### src/rtl/iso_ts_pkg.sv
// ----------------------------------------------------------------------------
// iso_ts_pkg
// Shared types and constants of the ISO 8601 timestamp checker.
// ----------------------------------------------------------------------------
package iso_ts_pkg;

    typedef enum logic [2:0] {
        STATUS_VALID  = 3'd0,
        STATUS_FORMAT = 3'd1,
        STATUS_ZONE   = 3'd2,
        STATUS_MONTH  = 3'd3,
        STATUS_DAY    = 3'd4,
        STATUS_HOUR   = 3'd5,
        STATUS_MINUTE = 3'd6,
        STATUS_SECOND = 3'd7
    } status_t;

    localparam int POS_W = 5;

    localparam logic [POS_W-1:0] POS_ZONE  = 5'd19;
    localparam logic [POS_W-1:0] POS_COLON = 5'd22;
    localparam logic [POS_W-1:0] LEN_SHORT = 5'd20;
    localparam logic [POS_W-1:0] LEN_LONG  = 5'd25;
    localparam logic [POS_W-1:0] POS_SAT   = 5'd26;

    localparam logic [6:0] MAX_MINUTE = 7'd59;
    localparam logic [6:0] MAX_HOUR   = 7'd23;
    localparam logic [6:0] MAX_MONTH  = 7'd12;

    localparam logic [7:0] CHAR_ZERO  = 8'h30;
    localparam logic [7:0] CHAR_NINE  = 8'h39;
    localparam logic [7:0] CHAR_DASH  = 8'h2D;
    localparam logic [7:0] CHAR_PLUS  = 8'h2B;
    localparam logic [7:0] CHAR_COLON = 8'h3A;
    localparam logic [7:0] CHAR_T     = 8'h54;
    localparam logic [7:0] CHAR_Z     = 8'h5A;

    localparam logic [4:0] MONTH_DAYS [12] = '{
        5'd31, 5'd28, 5'd31, 5'd30, 5'd31, 5'd30,
        5'd31, 5'd31, 5'd30, 5'd31, 5'd30, 5'd31
    };

    // Everything the back end needs to resolve one finished string.
    typedef struct packed {
        logic [POS_W-1:0] len;
        logic [15:0]      year_bcd;
        logic [6:0]       month;
        logic [6:0]       day;
        logic [6:0]       hour;
        logic [6:0]       minute;
        logic [6:0]       second;
        logic [6:0]       zone_hour;
        logic [6:0]       zone_minute;
        logic             separator_bad;
        logic             body_digit_bad;
        logic             zone_digit_bad;
        logic             zulu_seen;
        logic             zone_sign_ok;
        logic             zone_colon_ok;
    } record_t;

endpackage

### src/rtl/iso_ts_front.sv
// ----------------------------------------------------------------------------
// iso_ts_front
// Takes one character per cycle while ready, tracks its position, accumulates
// digit groups and separator flags, and pushes a record on the last character.
// ----------------------------------------------------------------------------
module iso_ts_front
    import iso_ts_pkg::*;
(
    input  logic       clk,
    input  logic       rst_n,
    input  logic       char_valid,
    input  logic [7:0] char_code,
    input  logic       end_of_string,
    output logic       char_ready,
    output logic       rec_push,
    output record_t    rec_data,
    input  logic       rec_full
);

    record_t cur_reg;
    record_t cur_next;
    logic    is_digit;
    logic [3:0] digit;
    logic    accept;

    function automatic logic [6:0] acc7(input logic [6:0] v, input logic [3:0] d);
        acc7 = 7'(v * 7'd10 + {3'b000, d});
    endfunction

    assign is_digit   = (char_code >= CHAR_ZERO) && (char_code <= CHAR_NINE);
    assign digit      = char_code[3:0];
    assign char_ready = !rec_full;
    assign accept     = char_valid && !rec_full;

    always_comb
    begin
        cur_next = cur_reg;
        if (cur_reg.len < POS_SAT)
        begin
            cur_next.len = cur_reg.len + 5'd1;
            case (cur_reg.len) inside
                5'd0, 5'd1, 5'd2, 5'd3:
                begin
                    if (is_digit) cur_next.year_bcd = {cur_reg.year_bcd[11:0], digit};
                    else cur_next.body_digit_bad = 1'b1;
                end
                5'd5, 5'd6:
                begin
                    if (is_digit) cur_next.month = acc7(cur_reg.month, digit);
                    else cur_next.body_digit_bad = 1'b1;
                end
                5'd8, 5'd9:
                begin
                    if (is_digit) cur_next.day = acc7(cur_reg.day, digit);
                    else cur_next.body_digit_bad = 1'b1;
                end
                5'd11, 5'd12:
                begin
                    if (is_digit) cur_next.hour = acc7(cur_reg.hour, digit);
                    else cur_next.body_digit_bad = 1'b1;
                end
                5'd14, 5'd15:
                begin
                    if (is_digit) cur_next.minute = acc7(cur_reg.minute, digit);
                    else cur_next.body_digit_bad = 1'b1;
                end
                5'd17, 5'd18:
                begin
                    if (is_digit) cur_next.second = acc7(cur_reg.second, digit);
                    else cur_next.body_digit_bad = 1'b1;
                end
                5'd20, 5'd21:
                begin
                    if (is_digit) cur_next.zone_hour = acc7(cur_reg.zone_hour, digit);
                    else cur_next.zone_digit_bad = 1'b1;
                end
                5'd23, 5'd24:
                begin
                    if (is_digit) cur_next.zone_minute = acc7(cur_reg.zone_minute, digit);
                    else cur_next.zone_digit_bad = 1'b1;
                end
                5'd4, 5'd7:
                begin
                    if (char_code != CHAR_DASH) cur_next.separator_bad = 1'b1;
                end
                5'd10:
                begin
                    if (char_code != CHAR_T) cur_next.separator_bad = 1'b1;
                end
                5'd13, 5'd16:
                begin
                    if (char_code != CHAR_COLON) cur_next.separator_bad = 1'b1;
                end
                POS_ZONE:
                begin
                    cur_next.zulu_seen    = (char_code == CHAR_Z);
                    cur_next.zone_sign_ok = (char_code == CHAR_PLUS) ||
                                            (char_code == CHAR_DASH);
                end
                POS_COLON:
                begin
                    cur_next.zone_colon_ok = (char_code == CHAR_COLON);
                end
                default:
                begin
                end
            endcase
        end
    end

    // The record carries the last character's own update.
    assign rec_push = accept && end_of_string;
    assign rec_data = cur_next;

    always_ff @(posedge clk or negedge rst_n)
    begin
        if (!rst_n)
        begin
            cur_reg <= '0;
        end
        else if (accept)
        begin
            if (end_of_string) cur_reg <= '0;
            else cur_reg <= cur_next;
        end
    end

endmodule

### src/rtl/iso_ts_fifo.sv
// ----------------------------------------------------------------------------
// iso_ts_fifo
// Short record queue that decouples the character front end from the
// status back end.
// ----------------------------------------------------------------------------
module iso_ts_fifo
    import iso_ts_pkg::*;
#(
    parameter int DEPTH = 2
)
(
    input  logic    clk,
    input  logic    rst_n,
    input  logic    push,
    input  record_t push_data,
    output logic    full,
    input  logic    pop,
    output record_t pop_data,
    output logic    empty
);

    localparam int PTR_W = (DEPTH > 1) ? $clog2(DEPTH) : 1;
    localparam int CNT_W = $clog2(DEPTH + 1);

    record_t            entries [DEPTH];
    logic [PTR_W-1:0]   wr_ptr_reg;
    logic [PTR_W-1:0]   rd_ptr_reg;
    logic [CNT_W-1:0]   count_reg;
    logic               do_push;
    logic               do_pop;

    function automatic logic [PTR_W-1:0] ptr_inc(input logic [PTR_W-1:0] p);
        if (p == PTR_W'(DEPTH - 1)) ptr_inc = '0;
        else ptr_inc = p + PTR_W'(1);
    endfunction

    assign full     = (count_reg == CNT_W'(DEPTH));
    assign empty    = (count_reg == '0);
    assign do_push  = push && !full;
    assign do_pop   = pop && !empty;
    assign pop_data = entries[rd_ptr_reg];

    always_ff @(posedge clk)
    begin
        if (do_push) entries[wr_ptr_reg] <= push_data;
    end

    always_ff @(posedge clk or negedge rst_n)
    begin
        if (!rst_n)
        begin
            wr_ptr_reg <= '0;
            rd_ptr_reg <= '0;
            count_reg  <= '0;
        end
        else
        begin
            if (do_push) wr_ptr_reg <= ptr_inc(wr_ptr_reg);
            if (do_pop) rd_ptr_reg <= ptr_inc(rd_ptr_reg);
            if (do_push && !do_pop) count_reg <= count_reg + CNT_W'(1);
            else if (do_pop && !do_push) count_reg <= count_reg - CNT_W'(1);
        end
    end

    a_count_bound: assert property (@(posedge clk) disable iff (!rst_n)
        count_reg <= CNT_W'(DEPTH))
        else $error("record queue count exceeds its depth");

    a_no_overflow: assert property (@(posedge clk) disable iff (!rst_n)
        !(push && full))
        else $error("front end pushed into a full record queue");

    a_no_underflow: assert property (@(posedge clk) disable iff (!rst_n)
        !(pop && empty))
        else $error("back end popped an empty record queue");

    a_pop_drains: assert property (@(posedge clk) disable iff (!rst_n)
        (do_pop && !do_push) |=> (count_reg == $past(count_reg) - CNT_W'(1)))
        else $error("record queue count did not drop after a lone transfer out");

endmodule

### src/rtl/iso_ts_back.sv
// ----------------------------------------------------------------------------
// iso_ts_back
// Resolves one finished string into a status code in the fixed check order
// and holds it in the output register until it is taken.
// ----------------------------------------------------------------------------
module iso_ts_back
    import iso_ts_pkg::*;
(
    input  logic       clk,
    input  logic       rst_n,
    input  logic       format_select,
    input  record_t    rec_data,
    input  logic       rec_empty,
    output logic       rec_pop,
    output logic       empty,
    input  logic       pop,
    output logic [2:0] check_status
);

    status_t status_reg;
    status_t status_next;
    logic    out_valid_reg;
    logic    load;

    // Leap year from the four year digits: the last two decide divisibility
    // by 4 and 100, the first two decide divisibility by 400.
    function automatic logic leap_year(input logic [15:0] bcd);
        logic yy_mod4;
        logic cc_mod4;
        logic yy_zero;
        yy_mod4 = (2'({bcd[4], 1'b0} + bcd[1:0]) == 2'd0);
        cc_mod4 = (2'({bcd[12], 1'b0} + bcd[9:8]) == 2'd0);
        yy_zero = (bcd[7:0] == 8'h00);
        leap_year = (yy_mod4 && !yy_zero) || (yy_zero && cc_mod4);
    endfunction

    function automatic status_t evaluate(input logic fmt, input record_t r);
        logic [POS_W-1:0] len;
        logic [4:0]       mdays;
        logic [3:0]       midx;
        len   = r.len;
        midx  = 4'(r.month - 7'd1);
        mdays = (midx < 4'd12) ? MONTH_DAYS[midx] : 5'd31;
        if ((r.month == 7'd2) && leap_year(r.year_bcd)) mdays = 5'd29;
        if (fmt) evaluate = STATUS_FORMAT;
        else if (len < LEN_SHORT || len > LEN_LONG || r.separator_bad)
            evaluate = STATUS_FORMAT;
        else if (len == LEN_SHORT && !r.zulu_seen) evaluate = STATUS_ZONE;
        else
        begin
            // A Z in the zone position ends the string if len <= LEN_LONG.
            if (r.zulu_seen) len = LEN_SHORT;
            if (len == LEN_LONG && (!r.zone_colon_ok || !r.zone_sign_ok))
                evaluate = STATUS_ZONE;
            else if (len != LEN_SHORT && len != LEN_LONG) evaluate = STATUS_ZONE;
            else if (r.body_digit_bad) evaluate = STATUS_FORMAT;
            else if (len == LEN_LONG && r.zone_digit_bad) evaluate = STATUS_ZONE;
            else if (r.month == 7'd0 || r.month > MAX_MONTH) evaluate = STATUS_MONTH;
            else if (r.day == 7'd0 || r.day > {2'b00, mdays}) evaluate = STATUS_DAY;
            else if (r.second > MAX_MINUTE) evaluate = STATUS_SECOND;
            else if (r.minute > MAX_MINUTE) evaluate = STATUS_MINUTE;
            else if (r.hour > MAX_HOUR) evaluate = STATUS_HOUR;
            else if (len == LEN_LONG &&
                     (r.zone_minute > MAX_MINUTE || r.zone_hour > MAX_HOUR))
                evaluate = STATUS_ZONE;
            else evaluate = STATUS_VALID;
        end
    endfunction

    assign status_next  = evaluate(format_select, rec_data);
    assign load         = !rec_empty && (!out_valid_reg || pop);
    assign rec_pop      = load;
    assign empty        = !out_valid_reg;
    assign check_status = status_reg;

    always_ff @(posedge clk)
    begin
        if (load) status_reg <= status_next;
    end

    always_ff @(posedge clk or negedge rst_n)
    begin
        if (!rst_n)
        begin
            out_valid_reg <= 1'b0;
        end
        else if (load)
        begin
            out_valid_reg <= 1'b1;
        end
        else if (pop)
        begin
            out_valid_reg <= 1'b0;
        end
    end

endmodule

### src/rtl/iso8601_timestamp_checker_core.sv
// ----------------------------------------------------------------------------
// iso8601_timestamp_checker_core
// Checks YYYY-MM-DDThh:mm:ss timestamps with a Z or +hh:mm / -hh:mm zone,
// one character at a time, and gives one status per string.
// ----------------------------------------------------------------------------
//   Channel   Handshake            Payload
//   input     push / full          char_code[7:0], end_of_string
//   result    empty / pop          check_status[2:0]
//   config    cfg_valid/cfg_ready  cfg_data (format_select)
//
// One character is taken every cycle while full is low; the front end needs
// a single position decode and digit accumulate per character. A status
// passes the record queue, then the output register. full rises only when
// the record queue holds FIFO_DEPTH strings and the output register is still
// waiting to be taken. Reset clears the position count, the flags, the queue
// and the output valid flag, but not the status itself; format_select is 0.
// ----------------------------------------------------------------------------
module iso8601_timestamp_checker_core
    import iso_ts_pkg::*;
#(
    parameter int FIFO_DEPTH = 2
)
(
    input  logic       clk,
    input  logic       rst_n,
    input  logic       push,
    output logic       full,
    input  logic [7:0] char_code,
    input  logic       end_of_string,
    output logic       empty,
    input  logic       pop,
    output logic [2:0] check_status,
    input  logic       cfg_valid,
    output logic       cfg_ready,
    input  logic       cfg_data
);

    logic    format_select_reg;
    logic    char_ready;
    logic    rec_push;
    record_t rec_in;
    logic    rec_full;
    logic    rec_pop;
    record_t rec_out;
    logic    rec_empty;

    assign cfg_ready = 1'b1;
    assign full      = !char_ready;

    always_ff @(posedge clk or negedge rst_n)
    begin
        if (!rst_n)
        begin
            format_select_reg <= 1'b0;
        end
        else if (cfg_valid && cfg_ready)
        begin
            format_select_reg <= cfg_data;
        end
    end

    iso_ts_front u_front (
        .clk           (clk),
        .rst_n         (rst_n),
        .char_valid    (push),
        .char_code     (char_code),
        .end_of_string (end_of_string),
        .char_ready    (char_ready),
        .rec_push      (rec_push),
        .rec_data      (rec_in),
        .rec_full      (rec_full)
    );

    iso_ts_fifo #(
        .DEPTH (FIFO_DEPTH)
    ) u_fifo (
        .clk       (clk),
        .rst_n     (rst_n),
        .push      (rec_push),
        .push_data (rec_in),
        .full      (rec_full),
        .pop       (rec_pop),
        .pop_data  (rec_out),
        .empty     (rec_empty)
    );

    iso_ts_back u_back (
        .clk           (clk),
        .rst_n         (rst_n),
        .format_select (format_select_reg),
        .rec_data      (rec_out),
        .rec_empty     (rec_empty),
        .rec_pop       (rec_pop),
        .empty         (empty),
        .pop           (pop),
        .check_status  (check_status)
    );

endmodule
### config.mk
export PLATFORM = sky130hd
export DESIGN_NAME = iso8601_timestamp_checker_core
export DESIGN_NICKNAME = d
export VERILOG_FILES = /design/src/rtl/iso_ts_pkg.sv /design/src/rtl/iso_ts_front.sv /design/src/rtl/iso_ts_fifo.sv /design/src/rtl/iso_ts_back.sv /design/src/rtl/iso8601_timestamp_checker_core.sv
export SDC_FILE = /design/constraint.sdc
export NUM_CORES = 1
export LEC_CHECK = 0
export ABC_AREA = 0
export BUFFER_PORTS_ARGS = -buffer_cell sky130_fd_sc_hd__buf_2
export CORE_MARGIN = 1.5
export CORE_UTILIZATION = 66
export CTS_CLUSTER_DIAMETER = 200
export DETAILED_ROUTE_END_ITERATION = 16
export GPL_TIMING_DRIVEN = 0
export HOLD_SLACK_MARGIN = 0.06
export PLACE_DENSITY_LB_ADDON = 0.08
export SLEW_MARGIN = 5
export SYNTH_ARGS = -nofsm -noshare
export SYNTH_HDL_FRONTEND = slang
export SYNTH_SLANG_ARGS = --single-unit
### constraint.sdc
create_clock -name clk -period 13.1 [get_ports clk]
set_input_delay 1.31 -clock clk [delete_from_list [all_inputs] [get_ports clk]]
set_output_delay 1.31 -clock clk [all_outputs]
set_load 0.005 [all_outputs]
==> impl_summary.log, run 1 <==
INFO  metric grt_start_max_net_pins = 46
INFO  metric layout_common_cells = 121 x sky130_fd_sc_hd__edfxtp_1, 78 x sky130_fd_sc_hd__nand2_1, 77 x sky130_fd_sc_hd__dfrtp_1
INFO  metric hp-class = reg2reg
INFO  metric tritoncts_clock_tree = yes
INFO  metric pwr_density_cell = 144 nW/um^2
INFO  metric largest_register_ffs = 118
INFO  metric setup-violations-final = 0
INFO  metric final_antenna_net_count = 0
INFO  metric power.share.sequential = 0.478
INFO  metric clock_tree.htree_level_count = 4
INFO  metric synth_seq_cells = 198
INFO  metric hold_viol = 0
INFO  metric ff2ff_setup_slack = 9.10 ns
INFO  metric total_switching_power = 0.468 mW
INFO  metric outcome = completed
INFO  metric worst_setup_hold_path_clk_slew = 0.07 ns
INFO  metric post_route_cells_drive_above_1_share = 0.125
INFO  metric initial_core_utilization = 0.672
INFO  metric antenna_violations_before_repair = 0
INFO  metric layout_commonest_cell = sky130_fd_sc_hd__edfxtp_1
INFO  metric achievable-frequency = 0.244 GHz
INFO  metric core_region = 15100 sq um
INFO  metric max-slew-margin-rel = 0.251
INFO  metric synth_area_per_cell = 12.6 sq um
INFO  metric globalplace.congestion = 1.00
INFO  metric grt_pass1_vias = 6936
INFO  metric p_leak = 4.63 nW
INFO  metric numClockSinks = 198
INFO  metric netSwitchingFraction = 0.291
INFO  metric grt_use_total = 0.290
INFO  metric port_buffers = 18
INFO  metric setup_tns = 0 ns
INFO  metric fin_worst_hold_slack = 0.503 ns
INFO  metric cell_internal_pwr = 1.14 mW
INFO  metric synth.cell_area = 10100 sq um
INFO  metric post_synth_inst_count = 807
INFO  metric critical_path_required_time = 13.24 ns
INFO  metric via_count = 6711
INFO  metric period_needed = 4.10 ns
INFO  metric insertedDiodeCount = 0
INFO  metric worst_ir_drop_vdd = 0.0905 mV
INFO  metric routed_wl = 22100 um
INFO  metric whs_path_cells = 1
INFO  metric finish.net_count = 934
INFO  metric r2r_cells = 11
INFO  metric drt-initial-drc-count = 556
INFO  metric cts_buffers = 17
INFO  metric dieHeight = 127 um
INFO  metric worst_pin_slew = 1.11 ns
INFO  metric postCtsHoldBufs = 0
INFO  metric power_frac_clock = 0.329
INFO  metric clock-root-buffer = sky130_fd_sc_hd__clkbuf_16
INFO  metric wire_per_inst = 21.0 um
INFO  metric cts_post_setup_buffers_inserted = 0
INFO  metric globalRoute.totalOverflow = 0
INFO  metric io_pins = 21
INFO  metric syn-num-nets = 893
INFO  metric die_width = 127 um
INFO  metric report.final.slew_viol_count = 0
INFO  metric synth.distinct_cells = 71
INFO  metric unrepaired_setup_endpoints_after_global_routing = false
INFO  metric worstSetupStartpointType = input pin
INFO  metric dr.pass1.iters = 5
INFO  metric worst-endpoint-arrival = 4.24 ns
INFO  metric die_area = 16100 sq um
INFO  metric asyncSetResetFlopFracSynth = 0.389
INFO  metric post-dp-hpwl = 15600 um
INFO  metric clock_path_buffers = 2
INFO  metric number_of_enable_type_register_cells_in_the_synthesized_netlist = 121
INFO  metric ys_dominant_reg_cell = sky130_fd_sc_hd__edfxtp_1
INFO  metric route.detailed.drc = 0
INFO  metric timing.critical_path.fanout_max = 35
INFO  metric maxCapViolCount = 0
INFO  metric rows = 45
INFO  metric layout_worst_path_cycle_share = 0.313
INFO  metric areaGrowthSynthToFinish = 10.2%
INFO  metric crit_path_end_kind = flop
INFO  metric cts_resized = 0
INFO  metric grt_pass1_wl = 35500 um
INFO  metric worst-setup-path-type = in2reg
INFO  metric clock-skew-final = 0.0133 ns
INFO  metric share_comb_of_total_power = 0.193
INFO  metric yosysWarnings = 0
INFO  metric viasPerCell = 6.40
INFO  metric sequential_cell_area_fraction_in_the_yosys_report = 0.548
INFO  metric clock_insertion_delay_worst_skew = 0.44 ns
## power by group through the flow
stage | sequential, mW | combinational, mW | clock (mW)
global placement | 0.781 | 0.282 | 0
floorplan | 0.773 | 0.201 | 0
global route | 0.773 | 0.337 | 0.555
detailed placement | 0.780 | 0.307 | 0
finish | 0.768 | 0.310 | 0.528
CTS | 0.768 | 0.309 | 0.532
## cell type report
| type | instances | area (sq um) |
|---|---|---|
| well taps | 188 | 235 |
| inverters | 35 | 131 |
| repair buffers | 22 | 203 |
| multi-input cells | 548 | 4350 |
| fillers | 987 | 3910 |
| clock inverters | 12 | 151 |
| clock buffers | 20 | 437 |
| plain buffers | 26 | 111 |
| flip-flops and latches | 198 | 5560 |
## worst paths after layout
check / startpoint / endpoint
max in group asynchronous: rst_n / u_back.out_valid_reg$_DFFE_PN0P_
max: push / u_fifo.entries[1][42]$_DFFE_PP_
min: u_front.cur_reg[62]$_DFFE_PN0P_ / u_front.cur_reg[62]$_DFFE_PN0P_
min reg2reg: u_front.cur_reg[62]$_DFFE_PN0P_ / u_front.cur_reg[62]$_DFFE_PN0P_
max reg2reg: u_fifo.rd_ptr_reg$_DFFE_PN0P_ / u_back.check_status[0]$_SDFFCE_PP1P_
min in group asynchronous: rst_n / u_front.cur_reg[24]$_DFFE_PN0P_
## metal layers
metal | part of all wire | track usage | up-vias | wire (um)
li1 | - | - | 3108 | -
met1 | 0.41 | 0.370 | 3357 | 9150
met2 | 0.51 | 0.494 | 191 | 11200
met3 | 0.052 | 0.0553 | 55 | 1140
met4 | 0.029 | 0.116 | 0 | 639
met5 | 0 | 0 | - | 0
## cell families (layout without fill, tap and decap cells)
| group | Yosys count | after routing | share of synthesized area |
|---|---|---|---|
| AOI/OAI and AO/OA | 170 | 170 | 0.130 |
| xor gates and xnor gates | 59 | 59 | 0.0509 |
| adders and majority gates | 71 | 71 | 0.0979 |
| buffers and inverters | 61 | 115 | 0.0239 |
| DFF | 198 | 198 | 0.548 |
| muxes | 33 | 33 | 0.0365 |
| other | 1 | 1 | 0.000370 |
| and+or+nand+nor | 214 | 214 | 0.112 |
## worst max-delay path, stage by stage
cell and delay (ns):
sky130_fd_sc_hd__buf_2 0.09, sky130_fd_sc_hd__and2_1 0.12, sky130_fd_sc_hd__clkbuf_1 0.43, sky130_fd_sc_hd__clkbuf_1 0.51, sky130_fd_sc_hd__clkbuf_1 0.57, sky130_fd_sc_hd__and3_2 0.92
sky130_fd_sc_hd__buf_16 0.26
## cells in the mapped netlist, types with 5 or more instances
library cell,count,share of area
sky130_fd_sc_hd__buf_2,8,0.0039
sky130_fd_sc_hd__nand3b_1,5,0.0037
sky130_fd_sc_hd__dfrtp_1,77,0.19
sky130_fd_sc_hd__nand3_1,10,0.0049
sky130_fd_sc_hd__nor3b_1,10,0.0074
sky130_fd_sc_hd__a22o_1,46,0.040
sky130_fd_sc_hd__nor2_1,32,0.012
sky130_fd_sc_hd__ha_1,57,0.070
sky130_fd_sc_hd__fa_1,14,0.028
sky130_fd_sc_hd__nand2_1,78,0.029
sky130_fd_sc_hd__nor4_1,5,0.0031
sky130_fd_sc_hd__nand2b_1,7,0.0043
sky130_fd_sc_hd__nor3_1,17,0.0084
sky130_fd_sc_hd__mux2_2,32,0.036
sky130_fd_sc_hd__clkbuf_1,15,0.0055
sky130_fd_sc_hd__a32o_1,14,0.014
sky130_fd_sc_hd__o21ai_0,24,0.012
sky130_fd_sc_hd__a21oi_1,21,0.010
sky130_fd_sc_hd__xor2_1,16,0.014
sky130_fd_sc_hd__xnor2_1,43,0.037
sky130_fd_sc_hd__a21o_1,12,0.0089
sky130_fd_sc_hd__and3_1,7,0.0043
sky130_fd_sc_hd__edfxtp_1,121,0.36
sky130_fd_sc_hd__nor2b_1,14,0.0086
sky130_fd_sc_hd__o21ai_1,5,0.0025
sky130_fd_sc_hd__inv_1,35,0.013
## stage by stage
step / instance area [sq um] / std cells / worst slack (ns) / power, mW / utilization
floorplan: 10100 / 807 / 8.07 / 0.974 / -
global placement: 10500 / 1013 / 6.22 / 1.06 / 0.694
detailed placement: 10600 / 1017 / 8.60 / 1.09 / 0.702
CTS: 11200 / 1049 / 9.05 / 1.61 / 0.741
global route: 11200 / 1049 / 8.85 / 1.66 / 0.741
finish: 11200 / 1049 / 9.00 / 1.61 / 0.741
No activity file was read; power rests on OpenSTA's default activity.
==> inputs of run 2 (changes only) <==
CORE_UTILIZATION = 57   (was 66)
clock period = 3.3 ns   (was 13.1 ns; I/O delays follow)
==> run 2 against run 1 <==
  * Power grew to 4.0 times the previous value
  * Critical endpoint is now u_back.check_status[0]$_SDFFCE_PP1P_
  * Largest power group unchanged
  * Clock skew fell by 0.00077 ns
  * Register-to-register slack lost 8.9 ns
  * Non-clock buffer count grew 1
==> impl_summary.log, run 2 (synthesis gave the netlist of run 1 again) <==
INFO  metric outcome = completed (unchanged)
INFO  metric timing.critical_path.fanout_max = 6 (was 35)
INFO  metric dr.pass1.iters = 6 (was 5)
INFO  metric max-slew-margin-rel = 0.440 (was 0.251)
INFO  metric unrepaired_setup_endpoints_after_global_routing = false (unchanged)
INFO  metric grt_pass1_vias = 6858 (was 6936)
INFO  metric critical_path_required_time = 3.54 ns (was 13.24 ns)
INFO  metric globalRoute.totalOverflow = 0 (unchanged)
INFO  metric critical_path.top_delay_family = compound AO/OA/AOI/OAI gates (was buffers and inverters)
INFO  metric grt_use_total = 0.254 (was 0.290)
INFO  metric layout_worst_path_cycle_share = 0.954
INFO  metric areaGrowthSynthToFinish = 11.0% (was 10.2%)
INFO  metric worst-setup-path-type = reg2reg (was in2reg)
INFO  metric grt_start_max_net_pins = 62 (was 46)
INFO  metric slowest_cell_delay_on_critical_path = 0.58 ns (was 0.92 ns)
INFO  metric period_needed = 3.15 ns
INFO  metric maxCapViolCount = 0 (unchanged)
INFO  metric viasPerCell = 6.04 (was 6.40)
INFO  metric layout_common_cells = 121 x sky130_fd_sc_hd__edfxtp_1, 78 x sky130_fd_sc_hd__nand2_1, 76 x sky130_fd_sc_hd__dfrtp_1 (was 121 x sky130_fd_sc_hd__edfxtp_1, 78 x sky130_fd_sc_hd__nand2_1, 77 x sky130_fd_sc_hd__dfrtp_1)
INFO  metric crit_path_end_kind = flop (unchanged)
INFO  metric rows = 48 (was 45)
INFO  metric via_count = 6577 (was 6711)
INFO  metric worst_ir_drop_vdd = 0.412 mV (was 0.0905 mV)
INFO  metric fin_util = 0.649 (was 0.741)
INFO  metric finish.net_count = 937 (was 934)
INFO  metric setup_slack = 0.152 ns (was 9.00 ns)
INFO  metric antenna_violations_before_repair = 0 (unchanged)
INFO  metric cp_slowest_cell = sky130_fd_sc_hd__nor4_1 (was sky130_fd_sc_hd__and3_2)
INFO  metric post_route_cells_drive_above_1_share = 0.144 (was 0.125)
INFO  metric dpl_worst_slack = -0.641 ns (was 8.60 ns)
INFO  metric routed_wl = 22000 um (was 22100 um)
INFO  metric setup-violations-final = 0 (unchanged)
INFO  metric largest_register_ffs = 118 (unchanged)
INFO  metric route.detailed.drc = 0 (unchanged)
INFO  metric report.final.slew_viol_count = 0 (unchanged)
INFO  metric post-dp-hpwl = 15600 um (about the same)
INFO  metric clock_path_buffers = 2 (unchanged)
INFO  metric clock-skew-final = 0.0125 ns (was 0.0133 ns)
INFO  metric worst-endpoint-arrival = 3.39 ns (was 4.24 ns)
INFO  metric layout_commonest_cell = sky130_fd_sc_hd__edfxtp_1 (unchanged)
INFO  metric clock_insertion_delay_worst_skew = 0.44 ns (about the same)
INFO  metric io_pins = 21 (unchanged)
INFO  metric drt-initial-drc-count = 436 (was 556)
INFO  metric die_area = 18600 sq um (was 16100 sq um)
INFO  metric worst_pin_slew = 0.833 ns (was 1.11 ns)
INFO  metric final_antenna_net_count = 0 (unchanged)
INFO  metric die_width = 136 um (was 127 um)
INFO  metric wire_per_inst = 20.2 um (was 21.0 um)
INFO  metric worst_setup_hold_path_clk_slew = 0.07 ns (about the same)
INFO  metric cts_buffers = 17 (unchanged)
INFO  metric worst-path-buf-inv = 1 (was 5)
INFO  metric achievable-frequency = 0.318 GHz
INFO  metric clock-root-buffer = sky130_fd_sc_hd__clkbuf_16 (unchanged)
INFO  metric hold_viol = 0 (unchanged)
INFO  metric worstSetupStartpointType = flop (was input pin)
INFO  metric pwr_density_cell = 567 nW/um^2 (was 144 nW/um^2)
INFO  metric core_region = 17400 sq um (was 15100 sq um)
INFO  metric grt_pass1_wl = 35200 um (was 35500 um)
INFO  metric globalplace.congestion = 0.877 (was 1.00)
INFO  metric hp-class = in2reg (was reg2reg)
INFO  metric tritoncts_clock_tree = yes (unchanged)
INFO  metric initial_core_utilization = 0.585 (was 0.672)
INFO  metric port_buffers = 18 (unchanged)
INFO  metric numClockSinks = 198 (unchanged)
INFO  metric clock_tree.htree_level_count = 4 (unchanged)
INFO  metric cp_cell_sequence = buf_12 -> nor4_1 -> nand2b_1 -> o22ai_1 -> a21o_1 -> ha_1 -> nor2b_1 -> a2bb2oi_1 -> a211o_1 -> nor2_1 -> o311ai_0 -> a221oi_1 (was buf_2 -> and2_1 -> clkbuf_1 -> clkbuf_1 -> clkbuf_1 -> and3_2 -> buf_16)
INFO  metric p_leak = 4.65 nW (was 4.63 nW)
INFO  metric insertedDiodeCount = 0 (unchanged)
INFO  metric dieHeight = 136 um (was 127 um)
## run 2: power by group
group,switching [mW],internal [mW],leakage [nW],total (mW)
combinational,0.826,0.421,2.18,1.25
clock,0.943,1.14,0.279,2.08
sequential,0.141,2.92,2.19,3.06
total,1.91,4.48,4.65,6.39
## run 2: through the flow
stage / std cells / hold slack [ns] / power [mW] / TNS (ns) / area, sq um
after floorplan: 807 / 0.0344 / 3.86 / 0 / 10100
after global placement: 1050 / 0.455 / 4.21 / -128.69 / 10500
after detailed placement: 1052 / 0.235 / 4.28 / -26.77 / 10600
after CTS: 1088 / 0.119 / 6.38 / 0 / 11200
after global routing: 1089 / 0.135 / 6.65 / 0 / 11300
final: 1089 / 0.124 / 6.39 / 0 / 11300
## run 2: area by class of cell
class | instances | area, sq um
Buffer | 25 | 118
Clock buffer | 18 | 429
Clock inverter | 14 | 164
Fill cell | 1316 | 6090
Inverter | 35 | 131
Multi-Input combinational cell | 550 | 4400
Sequential cell | 198 | 5560
Tap cell | 225 | 282
Timing Repair Buffer | 24 | 185
## run 2: final timing paths
check	startpoint	end	slack, ns	cells after the start
hold / removal	cfg_data	format_select_reg$_DFFE_PN0P_	0.12	2
max in group asynchronous	rst_n	u_fifo.rd_ptr_reg$_DFFE_PN0P_	2.37	3
setup / recovery	u_fifo.rd_ptr_reg$_DFFE_PN0P_	u_back.check_status[0]$_SDFFCE_PP1P_	0.15	12
setup reg to reg	u_fifo.rd_ptr_reg$_DFFE_PN0P_	u_back.check_status[0]$_SDFFCE_PP1P_	0.15	12
hold reg to reg	u_front.cur_reg[1]$_DFFE_PN0P_	u_front.cur_reg[1]$_DFFE_PN0P_	0.49	1
min in group asynchronous	rst_n	u_front.cur_reg[7]$_DFFE_PN0P_	0.32	2
## run 2: per-layer routing
layer / vias up / global-route usage / wire [um]
li1: 3111 / - / -
met1: 3262 / 0.320 / 9400
met2: 173 / 0.441 / 11100
met3: 31 / 0.0470 / 1130
met4: 0 / 0.0875 / 393
met5: - / 0 / 0
## run 2: worst reg2reg max path, delay by kind of cell, from the launching register on
family                   cells  cell delay (ns)
buffers and inverters        1             0.15
adder cells (fa/ha/maj)      1             0.15
flip-flops                   1             0.45
AO/OA/AOI/OAI                6             1.31
AND/OR/NAND/NOR              4             0.90
## run 2: what timing repair did
action | CTS | global route
hold endpoints to repair | 16 | 0
cloned | 2 | 0
hold buffers | 1 | 0
buffers inserted | 2 | 1
pin swaps | 2 | 1
gates resized for setup | 9 | 5
setup endpoints to repair | 123 | 79
==> inputs of run 3 (changes only) <==
CORE_UTILIZATION = 50   (was 57)
SKIP_LAST_GASP = 1   (was not set)
==> run 3 against run 2 <==
  * Hold slack gained 0.0086 ns
  * First-iteration DRC count grew 11%
  * Final cell count grew 3.5%
  * Sequential cell count is the same
  * Critical path depth shrank 1
  * Utilization shrank 7.3 points
  * Largest power group unchanged
  * Worst setup slack lost 0.14 ns
  * Critical endpoint unchanged
  * Via count grew 0.62%
  * Fmax shrank 4.4%
  * Register-to-register slack lost 0.14 ns
  * Non-clock buffer count shrank 1
  * Clock power is essentially flat
==> impl_summary.log, run 3 (synthesis gave the netlist of run 1 again) <==
INFO  metric worstSetupStartpointType = flop (unchanged)
INFO  metric cp_slowest_cell = sky130_fd_sc_hd__dfrtp_2 (was sky130_fd_sc_hd__nor4_1)
INFO  metric timing.critical_path.fanout_max = 10 (was 6)
INFO  metric globalplace.congestion = 0.859 (was 0.877)
INFO  metric placedCellCount = 1093 (was 1052)
INFO  metric initial_core_utilization = 0.516 (was 0.585)
INFO  metric achievable-frequency = 0.304 GHz (was 0.318 GHz)
INFO  metric numClockSinks = 198 (unchanged)
INFO  metric dpl_worst_slack = -0.825 ns (was -0.641 ns)
INFO  metric p_leak = 4.67 nW (was 4.65 nW)
INFO  metric hp-class = in2reg (unchanged)
INFO  metric clock_tree.htree_level_count = 4 (unchanged)
INFO  metric worst-path-buf-inv = 2 (was 1)
INFO  metric rows = 51 (was 48)
INFO  metric tritoncts_clock_tree = yes (unchanged)
INFO  metric grt_start_max_net_pins = 54 (was 62)
INFO  metric layout_worst_path_cycle_share = 0.998 (was 0.954)
INFO  metric routed_wl = 22500 um (was 22000 um)
INFO  metric setup_slack = 0.00771 ns (was 0.152 ns)
INFO  metric setup-violations-final = 0 (unchanged)
INFO  metric via_count = 6618 (was 6577)
INFO  metric globalRoute.totalOverflow = 0 (unchanged)
INFO  metric worst_setup_hold_path_clk_slew = 0.08 ns (was 0.07 ns)
INFO  metric clock_insertion_delay_worst_skew = 0.44 ns (about the same)
INFO  metric die_area = 21200 sq um (was 18600 sq um)
INFO  metric areaGrowthSynthToFinish = 11.6% (was 11.0%)
INFO  metric route.detailed.drc = 0 (unchanged)
INFO  metric grt_pass1_vias = 6996 (was 6858)
INFO  metric layout_common_cells = 121 x sky130_fd_sc_hd__edfxtp_1, 78 x sky130_fd_sc_hd__nand2_1, 76 x sky130_fd_sc_hd__dfrtp_1 (unchanged)
INFO  metric clock-root-buffer = sky130_fd_sc_hd__clkbuf_16 (unchanged)
INFO  metric port_buffers = 18 (unchanged)
INFO  metric core_region = 19700 sq um (was 17400 sq um)
INFO  metric hold_viol = 0 (unchanged)
INFO  metric clock-skew-final = 0.0127 ns (was 0.0125 ns)
INFO  metric post_route_cells_drive_above_1_share = 0.142 (was 0.144)
INFO  metric count_of_filler_cells_inserted_in_the_layout = 1631 (was 1316)
INFO  metric largest_register_ffs = 118 (unchanged)
INFO  metric post-dp-hpwl = 15900 um (was 15600 um)
INFO  metric slowest_cell_delay_on_critical_path = 0.49 ns (was 0.58 ns)
INFO  metric outcome = completed (unchanged)
INFO  metric maxCapViolCount = 0 (unchanged)
INFO  metric drt-initial-drc-count = 482 (was 436)
INFO  metric viasPerCell = 5.87 (was 6.04)
INFO  metric cts_buffers = 17 (unchanged)
INFO  metric io_pins = 21 (unchanged)
INFO  metric worst-endpoint-arrival = 3.52 ns (was 3.39 ns)
INFO  metric dr.pass1.iters = 7 (was 6)
INFO  metric dieHeight = 145 um (was 136 um)
INFO  metric pwr_density_cell = 562 nW/um^2 (was 567 nW/um^2)
INFO  metric worst_ir_drop_vdd = 0.438 mV (was 0.412 mV)
INFO  metric report.final.slew_viol_count = 0 (unchanged)
INFO  metric grt_pass1_wl = 36900 um (was 35200 um)
INFO  metric critical_path_required_time = 3.53 ns (was 3.54 ns)
INFO  metric wire_per_inst = 19.9 um (was 20.2 um)
INFO  metric critical_path.top_delay_family = compound AO/OA/AOI/OAI gates (unchanged)
INFO  metric final_antenna_net_count = 0 (unchanged)
INFO  metric antenna_violations_before_repair = 0 (unchanged)
INFO  metric finish.net_count = 935 (was 937)
INFO  metric period_needed = 3.29 ns (was 3.15 ns)
INFO  metric insertedDiodeCount = 0 (unchanged)
INFO  metric register_area = 5560 sq um (unchanged)
INFO  metric layout_commonest_cell = sky130_fd_sc_hd__edfxtp_1 (unchanged)
INFO  metric worst-setup-path-type = reg2reg (unchanged)
INFO  metric unrepaired_setup_endpoints_after_global_routing = true (was false)
INFO  metric cp_cell_sequence = buf_2 -> clkbuf_4 -> o32a_1 -> nor2_1 -> ha_1 -> nor2b_1 -> a2bb2oi_1 -> a211o_1 -> nor2_2 -> o311ai_0 -> a221oi_1 (was buf_12 -> nor4_1 -> nand2b_1 -> o22ai_1 -> a21o_1 -> ha_1 -> nor2b_1 -> a2bb2oi_1 -> a211o_1 -> nor2_1 -> o311ai_0 -> a221oi_1)
INFO  metric grt_use_total = 0.222 (was 0.254)
INFO  metric worst_pin_slew = 1.25 ns (was 0.833 ns)
INFO  metric crit_path_end_kind = flop (unchanged)
INFO  metric final_cells = 1127 (was 1089)
INFO  metric multiInputGateArea = 4380 sq um (was 4400 sq um)
INFO  metric max-slew-margin-rel = 0.157 (was 0.440)
INFO  metric clock_path_buffers = 2 (unchanged)
INFO  metric die_width = 145 um (was 136 um)
run 3: cell types whose count changed in the layout (fill, tap and decap cells not counted), moves of 2 or more:
cell / previous run / this run
sky130_fd_sc_hd__inv_6: 3 / 5
sky130_fd_sc_hd__bufinv_16: 2 / 0
sky130_fd_sc_hd__clkinv_8: 0 / 5
sky130_fd_sc_hd__clkinvlp_4: 4 / 0
sky130_fd_sc_hd__buf_16: 1 / 3
sky130_fd_sc_hd__buf_4: 4 / 2
run 3: stage by stage:
stage                      util  cell area, sq um  setup TNS (ns)  power [mW]  hold slack [ns]
after global placement    0.538             10600         -143.19        4.24            0.454
after detailed placement  0.543             10700          -21.56        4.31            0.281
after CTS                 0.575             11300          -0.125        6.40            0.122
final                     0.576             11300               0        6.36            0.132
after global routing      0.576             11300          -0.116        6.66            0.124
after floorplan               -             10100               0        3.86           0.0344
run 3: layer usage:
metal	vias up	GRT usage	routed length, um
met2	191	0.383	11200
met4	0	0.0801	551
met5	-	0	0
met3	41	0.0332	978
met1	3290	0.286	9740
li1	3096	-	-
run 3: area by class of cell:
type,count,area share
Buffer,25,0.0102
Clock buffer,17,0.0376
Clock inverter,15,0.0158
Inverter,35,0.0116
Multi-Input combinational cell,549,0.387
Sequential cell,198,0.491
Tap cell,265,0.0293
Timing Repair Buffer,23,0.0181
run 3: power breakdown:
group,internal [mW],switching [mW]
Sequential,2.92,0.144
Combinational,0.410,0.817
Clock,1.03,1.04
run 3: timing repair:
action,in CTS,in global routing
pin swaps,1,2
endpoints found under the hold margin,24,0
hold buffers,1,0
gates resized for setup,6,6
buffers inserted,0,1
gates cloned,1,0
endpoints found under the setup margin,62,89
run 3: path summary, 6_finish.rpt:
kind,depth (start not counted),slack [ns],to,from
setup / recovery,11,0.008,u_back.check_status[0]$_SDFFCE_PP1P_,u_fifo.rd_ptr_reg$_DFFE_PN0P_
hold / removal,2,0.13,format_select_reg$_DFFE_PN0P_,cfg_data
setup reg to reg,11,0.008,u_back.check_status[0]$_SDFFCE_PP1P_,u_fifo.rd_ptr_reg$_DFFE_PN0P_
hold reg to reg,1,0.49,u_front.cur_reg[0]$_DFFE_PN0P_,u_front.cur_reg[0]$_DFFE_PN0P_
max in group asynchronous,3,2.33,u_fifo.rd_ptr_reg$_DFFE_PN0P_,rst_n
min in group asynchronous,2,0.35,u_front.cur_reg[31]$_DFFE_PN0P_,rst_n
